===== config.mk =====
export PLATFORM = sky130hd
export DESIGN_NAME = palette_colour_fade
export DESIGN_NICKNAME = d
export VERILOG_FILES = /design/src/sv/pcf_pkg.sv /design/src/sv/pcf_nibble_fade.sv /design/src/sv/pcf_byte_fade.sv /design/src/sv/palette_colour_fade.sv
export SDC_FILE = /design/constraint.sdc
export NUM_CORES = 1
export LEC_CHECK = 0
export CORE_UTILIZATION = 60
export CTS_CLUSTER_DIAMETER = 80
export DETAILED_ROUTE_END_ITERATION = 8
export DONT_BUFFER_PORTS = 1
export MAX_ROUTING_LAYER = met4
export PLACE_DENSITY = 0.78
export RECOVER_POWER = 100
export SETUP_SLACK_MARGIN = 0.5
export SLEW_MARGIN = 10
export SYNTH_ARGS = -nofsm -noshare
export SYNTH_HDL_FRONTEND = slang
export SYNTH_HIERARCHICAL = 1
export SYNTH_SLANG_ARGS = --single-unit

===== constraint.sdc =====
create_clock -name i_clk -period 21.9 [get_ports i_clk]
set_input_delay 5.475 -clock i_clk [delete_from_list [all_inputs] [get_ports i_clk]]
set_output_delay 5.475 -clock i_clk [all_outputs]
set_load 0.02 [all_outputs]

===== src/sv/pcf_pkg.sv =====
// ----------------------------------------------------------------------------
// pcf_pkg
// types and constants for the palette colour fade block
// ----------------------------------------------------------------------------
`default_nettype none

package pcf_pkg;

    localparam int unsigned COLOUR_W   = 32;
    localparam int unsigned MODE_W     = 2;
    localparam int unsigned POS_W      = 16;
    localparam int unsigned CFG_IDX_W  = 1;
    localparam int unsigned CFG_DATA_W = 16;

    localparam logic [MODE_W-1:0] MODE_NIBBLE3  = 2'd0;
    localparam logic [MODE_W-1:0] MODE_NIBBLE4R = 2'd1;
    localparam logic [MODE_W-1:0] MODE_BYTE8    = 2'd2;

    localparam logic [CFG_IDX_W-1:0] CFG_COLOUR_MODE   = 1'd0;
    localparam logic [CFG_IDX_W-1:0] CFG_FADE_POSITION = 1'd1;

    // reciprocal of 15 in 0.11 fixed point, exact for products up to 225
    localparam logic [7:0] RECIP_15   = 8'd137;
    localparam int unsigned RECIP_SHIFT = 11;
    localparam logic [3:0] STEP_MAX   = 4'hF;

    typedef struct packed {
        logic [COLOUR_W-1:0] source_colour;
        logic [COLOUR_W-1:0] target_colour;
        logic                last_entry;
    } t_in_word;

    typedef struct packed {
        logic [COLOUR_W-1:0] faded_colour;
        logic                last_out;
    } t_out_word;

endpackage

`default_nettype wire


===== src/sv/pcf_nibble_fade.sv =====
// ----------------------------------------------------------------------------
// pcf_nibble_fade
// three nibble lanes, step/15 interpolation with optional bit rotation
// ----------------------------------------------------------------------------
`default_nettype none

module pcf_nibble_fade (
    input  wire logic [11:0] i_src,
    input  wire logic [11:0] i_tgt,
    input  wire logic [3:0]  i_step,
    input  wire logic        i_rotated,
    output logic      [11:0] o_res
);
    import pcf_pkg::*;

    function automatic logic [3:0] rot_in(input logic [3:0] v);
        return {v[2:0], v[3]};
    endfunction

    function automatic logic [3:0] rot_out(input logic [3:0] v);
        return {v[0], v[3:1]};
    endfunction

    for (genvar g = 0; g < 3; g++) begin : g_lane
        logic [3:0]        a;
        logic [3:0]        b;
        logic signed [4:0] diff;
        logic [3:0]        mag;
        logic [7:0]        prod;
        logic [15:0]       scaled;
        logic [3:0]        quo;
        logic [3:0]        sum;
        logic [3:0]        res;

        always_comb begin
            if (i_rotated) begin
                a = rot_in(i_src[4*g +: 4]);
                b = rot_in(i_tgt[4*g +: 4]);
            end else begin
                a = {1'b0, i_src[4*g +: 3]};
                b = {1'b0, i_tgt[4*g +: 3]};
            end
            diff   = $signed({1'b0, b}) - $signed({1'b0, a});
            mag    = diff[4] ? 4'(-diff) : diff[3:0];
            prod   = {4'b0, mag} * {4'b0, i_step};
            scaled = {8'b0, prod} * {8'b0, RECIP_15};
            quo    = scaled[RECIP_SHIFT +: 4];
            sum    = diff[4] ? (a - quo) : (a + quo);
            res    = i_rotated ? rot_out(sum) : {1'b0, sum[2:0]};
        end

        assign o_res[4*g +: 4] = res;
    end

endmodule

`default_nettype wire


===== src/sv/pcf_byte_fade.sv =====
// ----------------------------------------------------------------------------
// pcf_byte_fade
// three byte lanes, src + (tgt - src) * pos / 256 wrapped to 8 bits
// ----------------------------------------------------------------------------
`default_nettype none

module pcf_byte_fade (
    input  wire logic [31:0] i_src,
    input  wire logic [31:0] i_tgt,
    input  wire logic [15:0] i_pos,
    output logic      [31:0] o_res
);
    import pcf_pkg::*;

    logic [2:0][7:0] lane_res;

    for (genvar g = 0; g < 3; g++) begin : g_lane
        // lanes sit at bits 24, 16 and 0
        localparam int unsigned SH = (g == 2) ? 0 : 24 - 8 * g;

        logic [7:0]  a;
        logic [7:0]  b;
        logic [15:0] diff;
        logic [15:0] prod;
        logic [7:0]  res;

        always_comb begin
            a    = i_src[SH +: 8];
            b    = i_tgt[SH +: 8];
            diff = {8'b0, b} - {8'b0, a};
            prod = diff * i_pos;
            res  = a + prod[15:8];
        end

        assign lane_res[g] = res;
    end

    assign o_res = {lane_res[0], lane_res[1], 8'b0, lane_res[2]};

endmodule

`default_nettype wire


===== src/sv/palette_colour_fade.sv =====
// ----------------------------------------------------------------------------
// palette_colour_fade
// a word accepted at the input is held in the input register, then in the
// result register, from which it leaves as the output word
// throughput one palette entry per cycle when not stalled
// the per-entry logic between the two registers sets the clock rate
// reset: synchronous active-low, clears both valid flags, mode and position
// ----------------------------------------------------------------------------
`default_nettype none

module palette_colour_fade (
    input  wire logic                        i_clk,
    input  wire logic                        i_rst_n,
    input  wire logic                        i_cfg_we,
    input  wire logic [pcf_pkg::CFG_IDX_W-1:0]  i_cfg_index,
    input  wire logic [pcf_pkg::CFG_DATA_W-1:0] i_cfg_data,
    input  wire logic                        i_valid,
    output logic                             o_stall,
    input  wire pcf_pkg::t_in_word           i_in_word,
    output logic                             o_valid,
    input  wire logic                        i_stall,
    output pcf_pkg::t_out_word               o_out_word
);
    import pcf_pkg::*;

    logic [MODE_W-1:0] r_colour_mode;
    logic [POS_W-1:0]  r_fade_position;
    logic              r_in_valid;
    t_in_word          r_in;
    logic              r_out_valid;
    t_out_word         r_out;
    t_out_word         n_out;

    logic        out_en;
    logic        in_en;
    logic [3:0]  step;
    logic [11:0] nib_res;
    logic [31:0] byte_res;

    assign out_en  = !r_out_valid || !i_stall;
    assign in_en   = !r_in_valid || out_en;
    assign o_stall = !in_en;
    assign o_valid = r_out_valid;
    assign o_out_word = r_out;

    always_ff @(posedge i_clk) begin
        if (!i_rst_n) begin
            r_colour_mode   <= MODE_NIBBLE3;
            r_fade_position <= '0;
        end else if (i_cfg_we) begin
            case (i_cfg_index)
                CFG_COLOUR_MODE:   r_colour_mode   <= i_cfg_data[MODE_W-1:0];
                CFG_FADE_POSITION: r_fade_position <= i_cfg_data[POS_W-1:0];
                default: ;
            endcase
        end
    end

    always_ff @(posedge i_clk) begin
        if (!i_rst_n) begin
            r_in_valid  <= 1'b0;
            r_out_valid <= 1'b0;
        end else begin
            if (in_en) begin
                r_in_valid <= i_valid;
            end
            if (out_en) begin
                r_out_valid <= r_in_valid;
            end
        end
    end

    always_ff @(posedge i_clk) begin
        if (in_en && i_valid) begin
            r_in <= i_in_word;
        end
        if (out_en && r_in_valid) begin
            r_out <= n_out;
        end
    end

    // step saturates once the position reaches the target
    assign step = (|r_fade_position[15:8]) ? STEP_MAX : r_fade_position[7:4];

    pcf_nibble_fade u_nibble (
        .i_src     (r_in.source_colour[11:0]),
        .i_tgt     (r_in.target_colour[11:0]),
        .i_step    (step),
        .i_rotated (r_colour_mode == MODE_NIBBLE4R),
        .o_res     (nib_res)
    );

    pcf_byte_fade u_byte (
        .i_src (r_in.source_colour),
        .i_tgt (r_in.target_colour),
        .i_pos (r_fade_position),
        .o_res (byte_res)
    );

    always_comb begin
        n_out.last_out = r_in.last_entry;
        case (r_colour_mode)
            MODE_NIBBLE3:  n_out.faded_colour = {20'b0, nib_res};
            MODE_NIBBLE4R: n_out.faded_colour = {20'b0, nib_res};
            MODE_BYTE8:    n_out.faded_colour = byte_res;
            default:       n_out.faded_colour = '0;
        endcase
    end

endmodule

`default_nettype wire


# After elaboration in Yosys (flattened, before gate mapping)
# Index checks and enable logic that the tools add are counted.
# Widths: inputs -> output; s select.
[classes]
add_sub_neg = 18
mul = 9
eq_ne = 2
n_mux = 17
n_bitwise = 1
reduce_logical = 13
[ops]
columns = ["cell", "n"]
rows = [
  ["$mux 4", 16],
  ["$pmux 32 s2", 1],
  ["$mul 16x16->16", 3],
  ["$mul 8x8->15 const B", 3],
  ["$sub 8x8->9", 3],
  ["$add 8x8->8", 3],
  ["$mul 4x4->8", 3],
  ["$sub 4x4->5", 3],
  ["$add 4x4->4", 3],
  ["$neg 4->4", 3],
  ["$sub 4x4->4", 3],
  ["$reduce_or 8->1", 1],
  ["$logic_not 1->1", 4],
  ["$reduce_and 2->1", 2],
  ["$eq 2x1->1 const B", 1],
  ["$eq 2x2->1 const B", 1],
  ["$logic_and 1x1->1", 2],
  ["$logic_not 2->1", 1],
  ["$logic_or 1x1->1", 2],
  ["$reduce_or 2->1", 1],
  ["$not 1->1", 1],
]
[totals]
regBits = 118
input_bits = 87
out_inout_bits = 35
word_cells = 69

# Depth between registers and ports, before layout
# Gate-level depths: netlist (run 1).
[logic_depth]
depth_word = 11
mapped_depth = 44
mapped_depth_nobuf = 41

# Hierarchy
# The synthesis (run 1) kept the hierarchy.
[by_module_without_submodules]
columns = ["module", "instances", "cells_each", "area_each_um2", "seq_area_each_um2"]
rows = [
  ["pcf_byte_fade", 1, 1199, 10568.9, 0.0],
  ["pcf_nibble_fade", 1, 500, 4398.0, 0.0],
  ["palette_colour_fade", 1, 253, 4047.6, 3343.2],
]

# Worst setup path before layout (run 1)
# No wires, ideal clock.
[synth_timing]
kind = "input to output"
start = "input port i_stall"
end = "output port o_stall"
arrival_ns = 5.761
required_time_ns = 16.425
slack_ns = 10.664
path_stages = 1
cell_sequence = "and3_1"
[synth_via]
elab_chain_cells = 4
[synth_rtl]
columns = ["item", "line_no", "text"]
rows = [
  ["start, declared", "palette_colour_fade.sv:21", "input wire logic i_stall,"],
  ["$logic_not 1->1", "palette_colour_fade.sv:40", "assign out_en = !r_out_valid || !i_stall;"],
  ["$logic_or 1x1->1", "palette_colour_fade.sv:40", ""],
  ["$logic_or 1x1->1", "palette_colour_fade.sv:41", "assign in_en = !r_in_valid || out_en;"],
  ["$logic_not 1->1", "palette_colour_fade.sv:42", "assign o_stall = !in_en;"],
  ["end, declared", "palette_colour_fade.sv:18", "output logic o_stall,"],
]
# Every way passes these cells.

==> impl_metrics.env, run 1 <==
export IMPL_outcome="finished with violations"
export IMPL_cts_buffer_depth=2
export IMPL_vias=13200
export IMPL_hold_start="n_out[0]"
export IMPL_reg2regPathDepth=41
export IMPL_dieArea_um2=32000
export IMPL_drt_iter0_drc=797
export IMPL_cts_setup_buffers=0
export IMPL_finalCritPeriodShare_pct=52.9
export IMPL_cts_tree="yes"
export IMPL_crit_path_frequent_cell="ha_1"
export IMPL_syn_avg_cell_area_um2=9.66
export IMPL_cts_repair_resized=0
export IMPL_grt_remaining_overflow=0
export IMPL_slowest_stage="clkbuf_1"
export IMPL_grt_pass1_wl_um=68500
export IMPL_path_clk_slew_ns=0.08
export IMPL_wl_per_cell_um=17.7
export IMPL_hp_class="flip-flop to flip-flop"
export IMPL_dr_pass1_iters=5
export IMPL_holdBufCountCts=0
export IMPL_num_fill_cells=2464
export IMPL_die_x_um=179
export IMPL_min_period_ns=11.59
export IMPL_io_pins=122
export IMPL_vias_per_cell=5.68
export IMPL_final_nets=2491
export IMPL_slowest_delay_ns=1.58
export IMPL_drc_errors=0
export IMPL_syn_area_um2=18800
export IMPL_ant_nets=0
export IMPL_finalHoldViolations=0
export IMPL_grt_max_degree=58
export IMPL_io_buffers=0
export IMPL_cts_sink_count=110
export IMPL_r2r_end="o_out_word[3]"
export IMPL_setup_viol=0
export IMPL_row_count=64
export IMPL_pre_cts_slack_ns=10.60
export IMPL_core_area_um2=30700
export IMPL_area_delta_synth_final_pct=3.32
export IMPL_synth_warnings=6
export IMPL_cp_start_kind="flip-flop"
export IMPL_max_slew_margin_pct=-121
export IMPL_maxCapViolations=3
export IMPL_numCtsBuffers=9
export IMPL_max_freq_ghz=0.0863
export IMPL_track_usage_pct=28.0
export IMPL_fp_dieH_um=179
export IMPL_skew_ns=0.0150
export IMPL_insertion_delay_ns=0.37
export IMPL_cts_htree_levels=3
export IMPL_gp_congestion=0.859
export IMPL_critPathRequiredTime_ns=21.97
export IMPL_endpoint_kind="flip-flop"
export IMPL_finalMaxSlewViolations=132
export IMPL_tightestPinTransition_ns=3.32
export IMPL_worstHoldPathCells=0
export IMPL_critPathMaxFanout=39
export IMPL_drive_gt1_share_pct=3.18
export IMPL_finalWirelength_um=40900
export IMPL_rsz0062_at_grt="no"
export IMPL_cp_arrival_ns=11.66
export IMPL_first_global_vias=14400
export IMPL_r2r_start="r_colour_mode[1]"
export IMPL_antenna_found_initial=2
export IMPL_holdPathEnd="o_out_word[0]"
export IMPL_failed_checks="capacitance limit, slew limit"
export IMPL_setup_tns_ns=0
export IMPL_timing_final_ws_setup_ns=10.31
export IMPL_start_util_pct=61.2
export IMPL_root_buffer="clkbuf_16"
export IMPL_hpwl_um=31400
export IMPL_syn_instance_count=1944
export IMPL_critPathKind="flip-flop to flip-flop"
export IMPL_reg2reg_slack_ns=10.31
## per-layer routing
layer	global-route usage [%]	up-vias	share of wire, %
li1	-	6198	-
met1	32.5	6515	41
met2	49.9	383	52
met3	3.99	64	5.1
met4	8.62	0	1.9
met5	-	-	0
## how the worst max path moves through the flow
stage               slack [ns]             start             to  cells after the start
detailed placement       10.60           i_stall        o_stall                      1
global placement         10.61           i_stall        o_stall                      1
floorplan                10.66           i_stall        o_stall                      1
finish                   10.31  r_colour_mode[1]  o_out_word[3]                     41
CTS                      10.60           i_stall        o_stall                      1
global route              9.61  r_colour_mode[1]  o_out_word[3]                     42
## sequential cells by signal, summed over array words and instances, names as in the netlist
register and flops:
n_out 1, o_out_word 33, o_valid 1, r_colour_mode 2, r_fade_position 16, r_in 56, r_in_valid 1
## layout by cell type, fill, tap and decap left out, drive strengths merged, types with 6 or more instances in the layout
cell type  instances
and3              21
a21o              22
nor2              53
o21a               9
o21ai             37
nor3              11
conb               8
a31oi              7
and2             170
ha               267
or2               13
nand2b            86
nand4b             7
dfxtp             20
buf               16
o31ai             12
xnor3             11
fa               225
nand3              6
o21bai            10
a21oi             70
nand2            165
inv              280
nor2b             46
xnor2             87
mux2i             24
clkbuf            13
a21boi            21
edfxtp            90
xor2              54
## worst max-delay path, delay by kind of cell, from the launching register on
kind,cells,cell delay (ns)
and+or+nand+nor,5,0.76
AOI/OAI and AO/OA,11,1.99
adders and majority gates,11,3.75
DFF,1,0.55
muxes,3,0.93
xor gates and xnor gates,6,1.40
buffers and inverters,5,1.86
## cell type report
| type | instances | area [um2] | share of cell area (%) |
|---|---|---|---|
| inverter | 279 | 1050 | 5.40 |
| clock buffer | 10 | 229 | 1.18 |
| antenna | 3 | 7.51 | 0.0387 |
| tap | 396 | 495 | 2.55 |
| clock inverter | 6 | 70.1 | 0.361 |
| multi-input combinational | 1493 | 14300 | 73.8 |
| timing repair buffer | 19 | 131 | 0.677 |
| sequential | 110 | 3100 | 16.0 |
## per-stage QoR
step | util, % | instance area (um2) | hold WS, ns | std cells
6_report | 63.2 | 19400 | 0.423 | 2316
5_1_grt | 63.2 | 19400 | 0.429 | 2316
4_1_cts | 63.4 | 19400 | 0.426 | 2313
3_5_place_dp | 62.4 | 19100 | 0.417 | 2297
3_3_place_gp | 62.4 | 19100 | 0.403 | 2297
2_1_floorplan | - | 18800 | 0.400 | 1951
Power of run 1 is left out: the tool's default activity adds up to more than one toggle a clock period on the data nets, which glitch-free logic cannot reach.
==> run 2: changes to the inputs <==
--- a/config.mk
+++ b/config.mk
@@ -10,7 +10,7 @@
 export DETAILED_ROUTE_END_ITERATION = 8
 export DONT_BUFFER_PORTS = 1
 export MAX_ROUTING_LAYER = met4
-export PLACE_DENSITY = 0.78
+export PLACE_DENSITY = 0.81
 export RECOVER_POWER = 100
 export SETUP_SLACK_MARGIN = 0.5
 export SLEW_MARGIN = 10
==> constraint.sdc (replaced) <==
create_clock -name i_clk -period 10.45 [get_ports i_clk]
set_input_delay 2.6125 -clock i_clk [delete_from_list [all_inputs] [get_ports i_clk]]
set_output_delay 2.6125 -clock i_clk [all_outputs]
set_load 0.02 [all_outputs]
==> run 2 against run 1 <==
The flow still finishes with violations (capacitance limit, slew limit). Critical endpoint unchanged. Critical path depth shrank 1. First-iteration DRC count shrank 15%. Die area is the same. Flip-flop and latch count is the same.
==> impl_metrics.env, run 2 (synthesis results as in run 1) <==
export IMPL_hpwl_um=31300
export IMPL_slowest_stage="fa_1"
export IMPL_core_area_um2=30700
export IMPL_r2r_start="r_colour_mode[1]"
export IMPL_critPathRequiredTime_ns=10.57
export IMPL_io_pins=122
export IMPL_crit_start="r_colour_mode[1]"
export IMPL_hold_start="n_out[0]"
export IMPL_cp_arrival_ns=9.59
export IMPL_numCtsBuffers=9
export IMPL_cts_tree="yes"
export IMPL_grt_max_degree=58
export IMPL_first_global_vias=14400
export IMPL_rsz0062_at_grt="yes"
export IMPL_reg2reg_slack_ns=0.98
export IMPL_drt_iter0_drc=678
export IMPL_seqCellArea_um2=3100
export IMPL_final_cells=2317
export IMPL_cts_sink_count=110
export IMPL_fp_dieH_um=179
export IMPL_failed_checks="capacitance limit, slew limit"
export IMPL_track_usage_pct=27.9
export IMPL_finalCritPeriodShare_pct=90.6
export IMPL_critPathMaxFanout=20
export IMPL_hp_class="flip-flop to flip-flop"
export IMPL_drc_errors=0
export IMPL_final_cell_mix="inv_1, ha_1, fa_1"
export IMPL_antenna_found_initial=1
export IMPL_start_util_pct=61.2
export IMPL_grt_pass1_wl_um=68000
export IMPL_vias_per_cell=5.67
export IMPL_dr_pass1_iters=5
export IMPL_max_slew_margin_pct=-119
export IMPL_setup_tns_ns=0
export IMPL_skew_ns=0.0118
export IMPL_min_period_ns=9.47
export IMPL_io_buffers=0
export IMPL_finalHoldViolations=0
export IMPL_max_freq_ghz=0.106
export IMPL_cp_start_kind="flip-flop"
export IMPL_insertion_delay_ns=0.37
export IMPL_row_count=64
export IMPL_final_nets=2494
export IMPL_endpoint_kind="flip-flop"
export IMPL_area_delta_synth_final_pct=3.56
export IMPL_num_fill_cells=2458
export IMPL_tightestPinTransition_ns=3.28
export IMPL_final_cell_area_um2=19400
export IMPL_drive_gt1_share_pct=3.75
export IMPL_worstPathBufferInverterCount=5
export IMPL_critPathTopFamily="adder cells"
export IMPL_vias=13100
export IMPL_multiInputGateArea_um2=14300
export IMPL_critPathKind="flip-flop to flip-flop"
export IMPL_setup_viol=0
export IMPL_place_area_um2=19200
export IMPL_finalWirelength_um=40600
export IMPL_dieArea_um2=32000
export IMPL_mostFrequentLayoutCell="inv_1"
export IMPL_largest_reg_flops=56
export IMPL_outcome="finished with violations"
export IMPL_holdBufCountCts=0
export IMPL_finalMaxSlewViolations=92
export IMPL_gp_congestion=0.883
export IMPL_path_clk_slew_ns=0.08
export IMPL_cts_htree_levels=3
export IMPL_die_x_um=179
export IMPL_ant_nets=0
export IMPL_top_register="r_in"
export IMPL_root_buffer="clkbuf_16"
export IMPL_crit_path_frequent_cell="ha_1"
export IMPL_cts_buffer_depth=2
export IMPL_maxCapViolations=2
export IMPL_grt_remaining_overflow=0
export IMPL_wl_per_cell_um=17.5
export IMPL_slowest_delay_ns=0.54
export IMPL_place_inst=2299
run 2: path summary, 6_finish.rpt:
kind              endpoint  cells past startpoint
min          o_out_word[0]                      0
min reg2reg  o_out_word[0]                      0
max          o_out_word[3]                     40
max reg2reg  o_out_word[3]                     40
run 2: worst reg2reg max path, delay by kind of cell, from the launching register on:
family,cells,cell delay (ns)
buffers and inverters,5,0.59
adders and majority gates,10,3.51
DFF,1,0.43
xor gates and xnor gates,6,1.34
AOI/OAI and AO/OA,11,1.71
muxes,3,0.91
and+or+nand+nor,5,0.71
run 2: per-layer routing:
metal	up-vias	share of wire, %	GRT usage [%]
li1	6209	-	-
met1	6474	42	32.1
met2	352	51	49.7
met3	93	4.2	3.69
met4	0	2.9	9.68
met5	-	0	-
run 2: timing repair:
| item | in CTS | in global routing |
|---|---|---|
| endpoints found under the hold margin | 0 | 0 |
| endpoints found under the setup margin | 0 | 3 |
| buffers inserted | 0 | 1 |
| resized for setup | 0 | 8 |
run 2: stage by stage:
stage	worst slack, ns	hold WS, ns	util, %
4_1_cts	0.819	0.435	63.5
3_5_place_dp	0.825	0.408	62.5
6_report	0.982	0.437	63.4
5_1_grt	0.245	0.457	63.4
3_3_place_gp	1.17	0.405	62.5
2_1_floorplan	1.49	0.400	-
run 2: area by class of cell:
cell class                 count  area share, %
clock inverter                 6          0.257
tap                          396           2.55
timing repair buffer          22          0.811
multi-input combinational   1493           73.7
inverter                     279           5.39
antenna                        1         0.0129
clock buffer                  10           1.29
sequential                   110           16.0
Power of run 2 is left out for the same reason.
==> run 3: changes to the inputs <==
--- a/config.mk
+++ b/config.mk
@@ -5,6 +5,8 @@
 export SDC_FILE = /design/constraint.sdc
 export NUM_CORES = 1
 export LEC_CHECK = 0
+export ABC_AREA = 1
+export CORE_MARGIN = 2
 export CORE_UTILIZATION = 60
 export CTS_CLUSTER_DIAMETER = 80
 export DETAILED_ROUTE_END_ITERATION = 8
==> run 3 against run 2 <==
The run still ends with capacitance limit, slew limit left. Routed wire length increased by 16%. Global-route usage increased by 1.6 points. Worst setup slack improved by 0.073 ns. Clock-buffer cell count decreased by 1. Area after synthesis increased by 4.5%. Utilization decreased by 0.84 points. Cell area increased by 4.2%. Sequential share of layout area decreased by 0.64 points. Critical path type unchanged.
==> impl_metrics.env, run 3 <==
export IMPL_grt_remaining_overflow=0
export IMPL_max_freq_ghz=0.106
export IMPL_syn_avg_cell_area_um2=7.76
export IMPL_cp_arrival_ns=9.52
export IMPL_maxCapViolations=3
export IMPL_syn_instance_count=2527
export IMPL_synth_warnings=6
export IMPL_grt_max_degree=34
export IMPL_timing_final_ws_setup_ns=1.05
export IMPL_cts_tree="yes"
export IMPL_drive_gt1_share_pct=3.60
export IMPL_cp_start_kind="flip-flop"
export IMPL_endpoint_kind="flip-flop"
export IMPL_finalHoldViolations=0
export IMPL_drc_errors=0
export IMPL_first_global_vias=16300
export IMPL_mostFrequentLayoutCell="nand2_1"
export IMPL_min_period_ns=9.40
export IMPL_finalWirelength_um=46900
export IMPL_crit_start="r_colour_mode[0]"
export IMPL_seqCellArea_um2=3100
export IMPL_failed_checks="capacitance limit, slew limit"
export IMPL_drt_iter0_drc=990
export IMPL_routed_top_layer="met4"
export IMPL_multiInputGateArea_um2=14300
export IMPL_worstPathBufferInverterCount=10
export IMPL_final_cell_mix="nand2_1, inv_1, nor2_1"
export IMPL_place_inst=2924
export IMPL_skew_ns=0.0273
export IMPL_insertion_delay_ns=0.40
export IMPL_setup_viol=0
export IMPL_reg2regPathDepth=49
export IMPL_num_fill_cells=2820
export IMPL_core_area_um2=32400
export IMPL_critPathCapture="o_out_word[11]"
export IMPL_path_clk_slew_ns=0.07
export IMPL_row_count=66
export IMPL_dr_wl_met2_um=22400
export IMPL_gp_congestion=0.923
export IMPL_outcome="finished with violations"
export IMPL_slowest_stage="fa_1"
export IMPL_holdBufCountCts=0
export IMPL_final_nets=3074
export IMPL_pre_cts_slack_ns=0.950
export IMPL_finalCritPeriodShare_pct=89.9
export IMPL_worstHoldPathCells=0
export IMPL_utilization_pct=62.6
export IMPL_finalMaxSlewViolations=78
export IMPL_root_buffer="clkbuf_16"
export IMPL_cts_htree_levels=3
export IMPL_largest_reg_flops=56
export IMPL_crit_path_frequent_cell="inv_1"
export IMPL_crit_cells=49
export IMPL_hpwl_um=37300
export IMPL_r2r_end="o_out_word[11]"
export IMPL_area_delta_synth_final_pct=3.20
export IMPL_dieArea_um2=34200
export IMPL_syn_area_um2=19600
export IMPL_critPathKind="flip-flop to flip-flop"
export IMPL_slowest_delay_ns=0.55
export IMPL_vias_per_cell=5.50
export IMPL_tightestPinTransition_ns=2.11
export IMPL_antenna_found_initial=2
export IMPL_die_x_um=185
export IMPL_ant_nets=0
export IMPL_io_pins=122
export IMPL_rsz0062_at_grt="no"
export IMPL_io_buffers=0
export IMPL_top_register="r_in"
export IMPL_hp_class="flip-flop to flip-flop"
export IMPL_critPathRequiredTime_ns=10.58
export IMPL_fp_dieH_um=185
export IMPL_reg2reg_slack_ns=1.05
export IMPL_critPathTopFamily="adder cells"
export IMPL_numCtsBuffers=9
export IMPL_dr_pass1_iters=6
export IMPL_cts_buffer_depth=2
export IMPL_cts_sink_count=110
export IMPL_start_util_pct=60.6
export IMPL_final_cells=2944
export IMPL_r2r_start="r_colour_mode[0]"
export IMPL_vias=16200
export IMPL_max_slew_margin_pct=-40.7
export IMPL_setup_tns_ns=0
export IMPL_critPathMaxFanout=14
export IMPL_grt_pass1_wl_um=77500
export IMPL_track_usage_pct=29.5
export IMPL_wl_met3_um=3540
export IMPL_wl_per_cell_um=15.9
export IMPL_wl_met1_um=19200
-- run 3: cell count changes in the layout (fill, tap and decap cells not counted), moves of 19 or more --
cell / change
nand2_1: +380
nor2_1: +245
inv_1: +205
and2_1: -158
nand3_1: +110
nand2b_1: -86
xnor2_1: -52
nor2b_1: -43
a21oi_1: +29
o21ai_0: +22
and3_1: -21
a21boi_0: -19
mux2i_1: -19
-- run 3: through the flow --
| stage | hold slack [ns] | cell area [um2] |
|---|---|---|
| floorplan | 0.400 | 19600 |
| CTS | 0.428 | 20300 |
| global route | 0.431 | 20200 |
| finish | 0.426 | 20200 |
| detailed placement | 0.414 | 20000 |
| global placement | 0.406 | 20000 |
-- run 3: layout make-up --
type / count / area share (%)
Multi-Input combinational cell: 1863 / 70.8
Sequential cell: 110 / 15.3
Inverter: 495 / 9.19
Tap cell: 442 / 2.73
Clock buffer: 9 / 1.11
Timing Repair Buffer: 16 / 0.556
Clock inverter: 7 / 0.266
Antenna cell: 2 / 0.0247
-- run 3: worst min path at each step --
stage,start,to
2_1_floorplan,n_out[0],o_out_word[0]
3_3_place_gp,n_out[0],o_out_word[0]
3_5_place_dp,n_out[0],o_out_word[0]
4_1_cts,n_out[0],o_out_word[0]
5_1_grt,n_out[0],o_out_word[0]
6_report,n_out[0],o_out_word[0]
-- run 3: timing repair --
| item | in CTS | in global routing |
|---|---|---|
| endpoints found under the hold margin | 0 | 0 |
| setup buffers | 0 | 2 |
| endpoints found under the setup margin | 0 | 4 |
| resized for setup | 0 | 4 |
-- run 3: layer usage --
layer,vias up,GRT usage [%]
met4,0,11.3
met3,114,5.21
met2,615,49.1
met1,7685,35.9
li1,7773,-
met5,-,-
Power of run 3 is left out for the same reason.
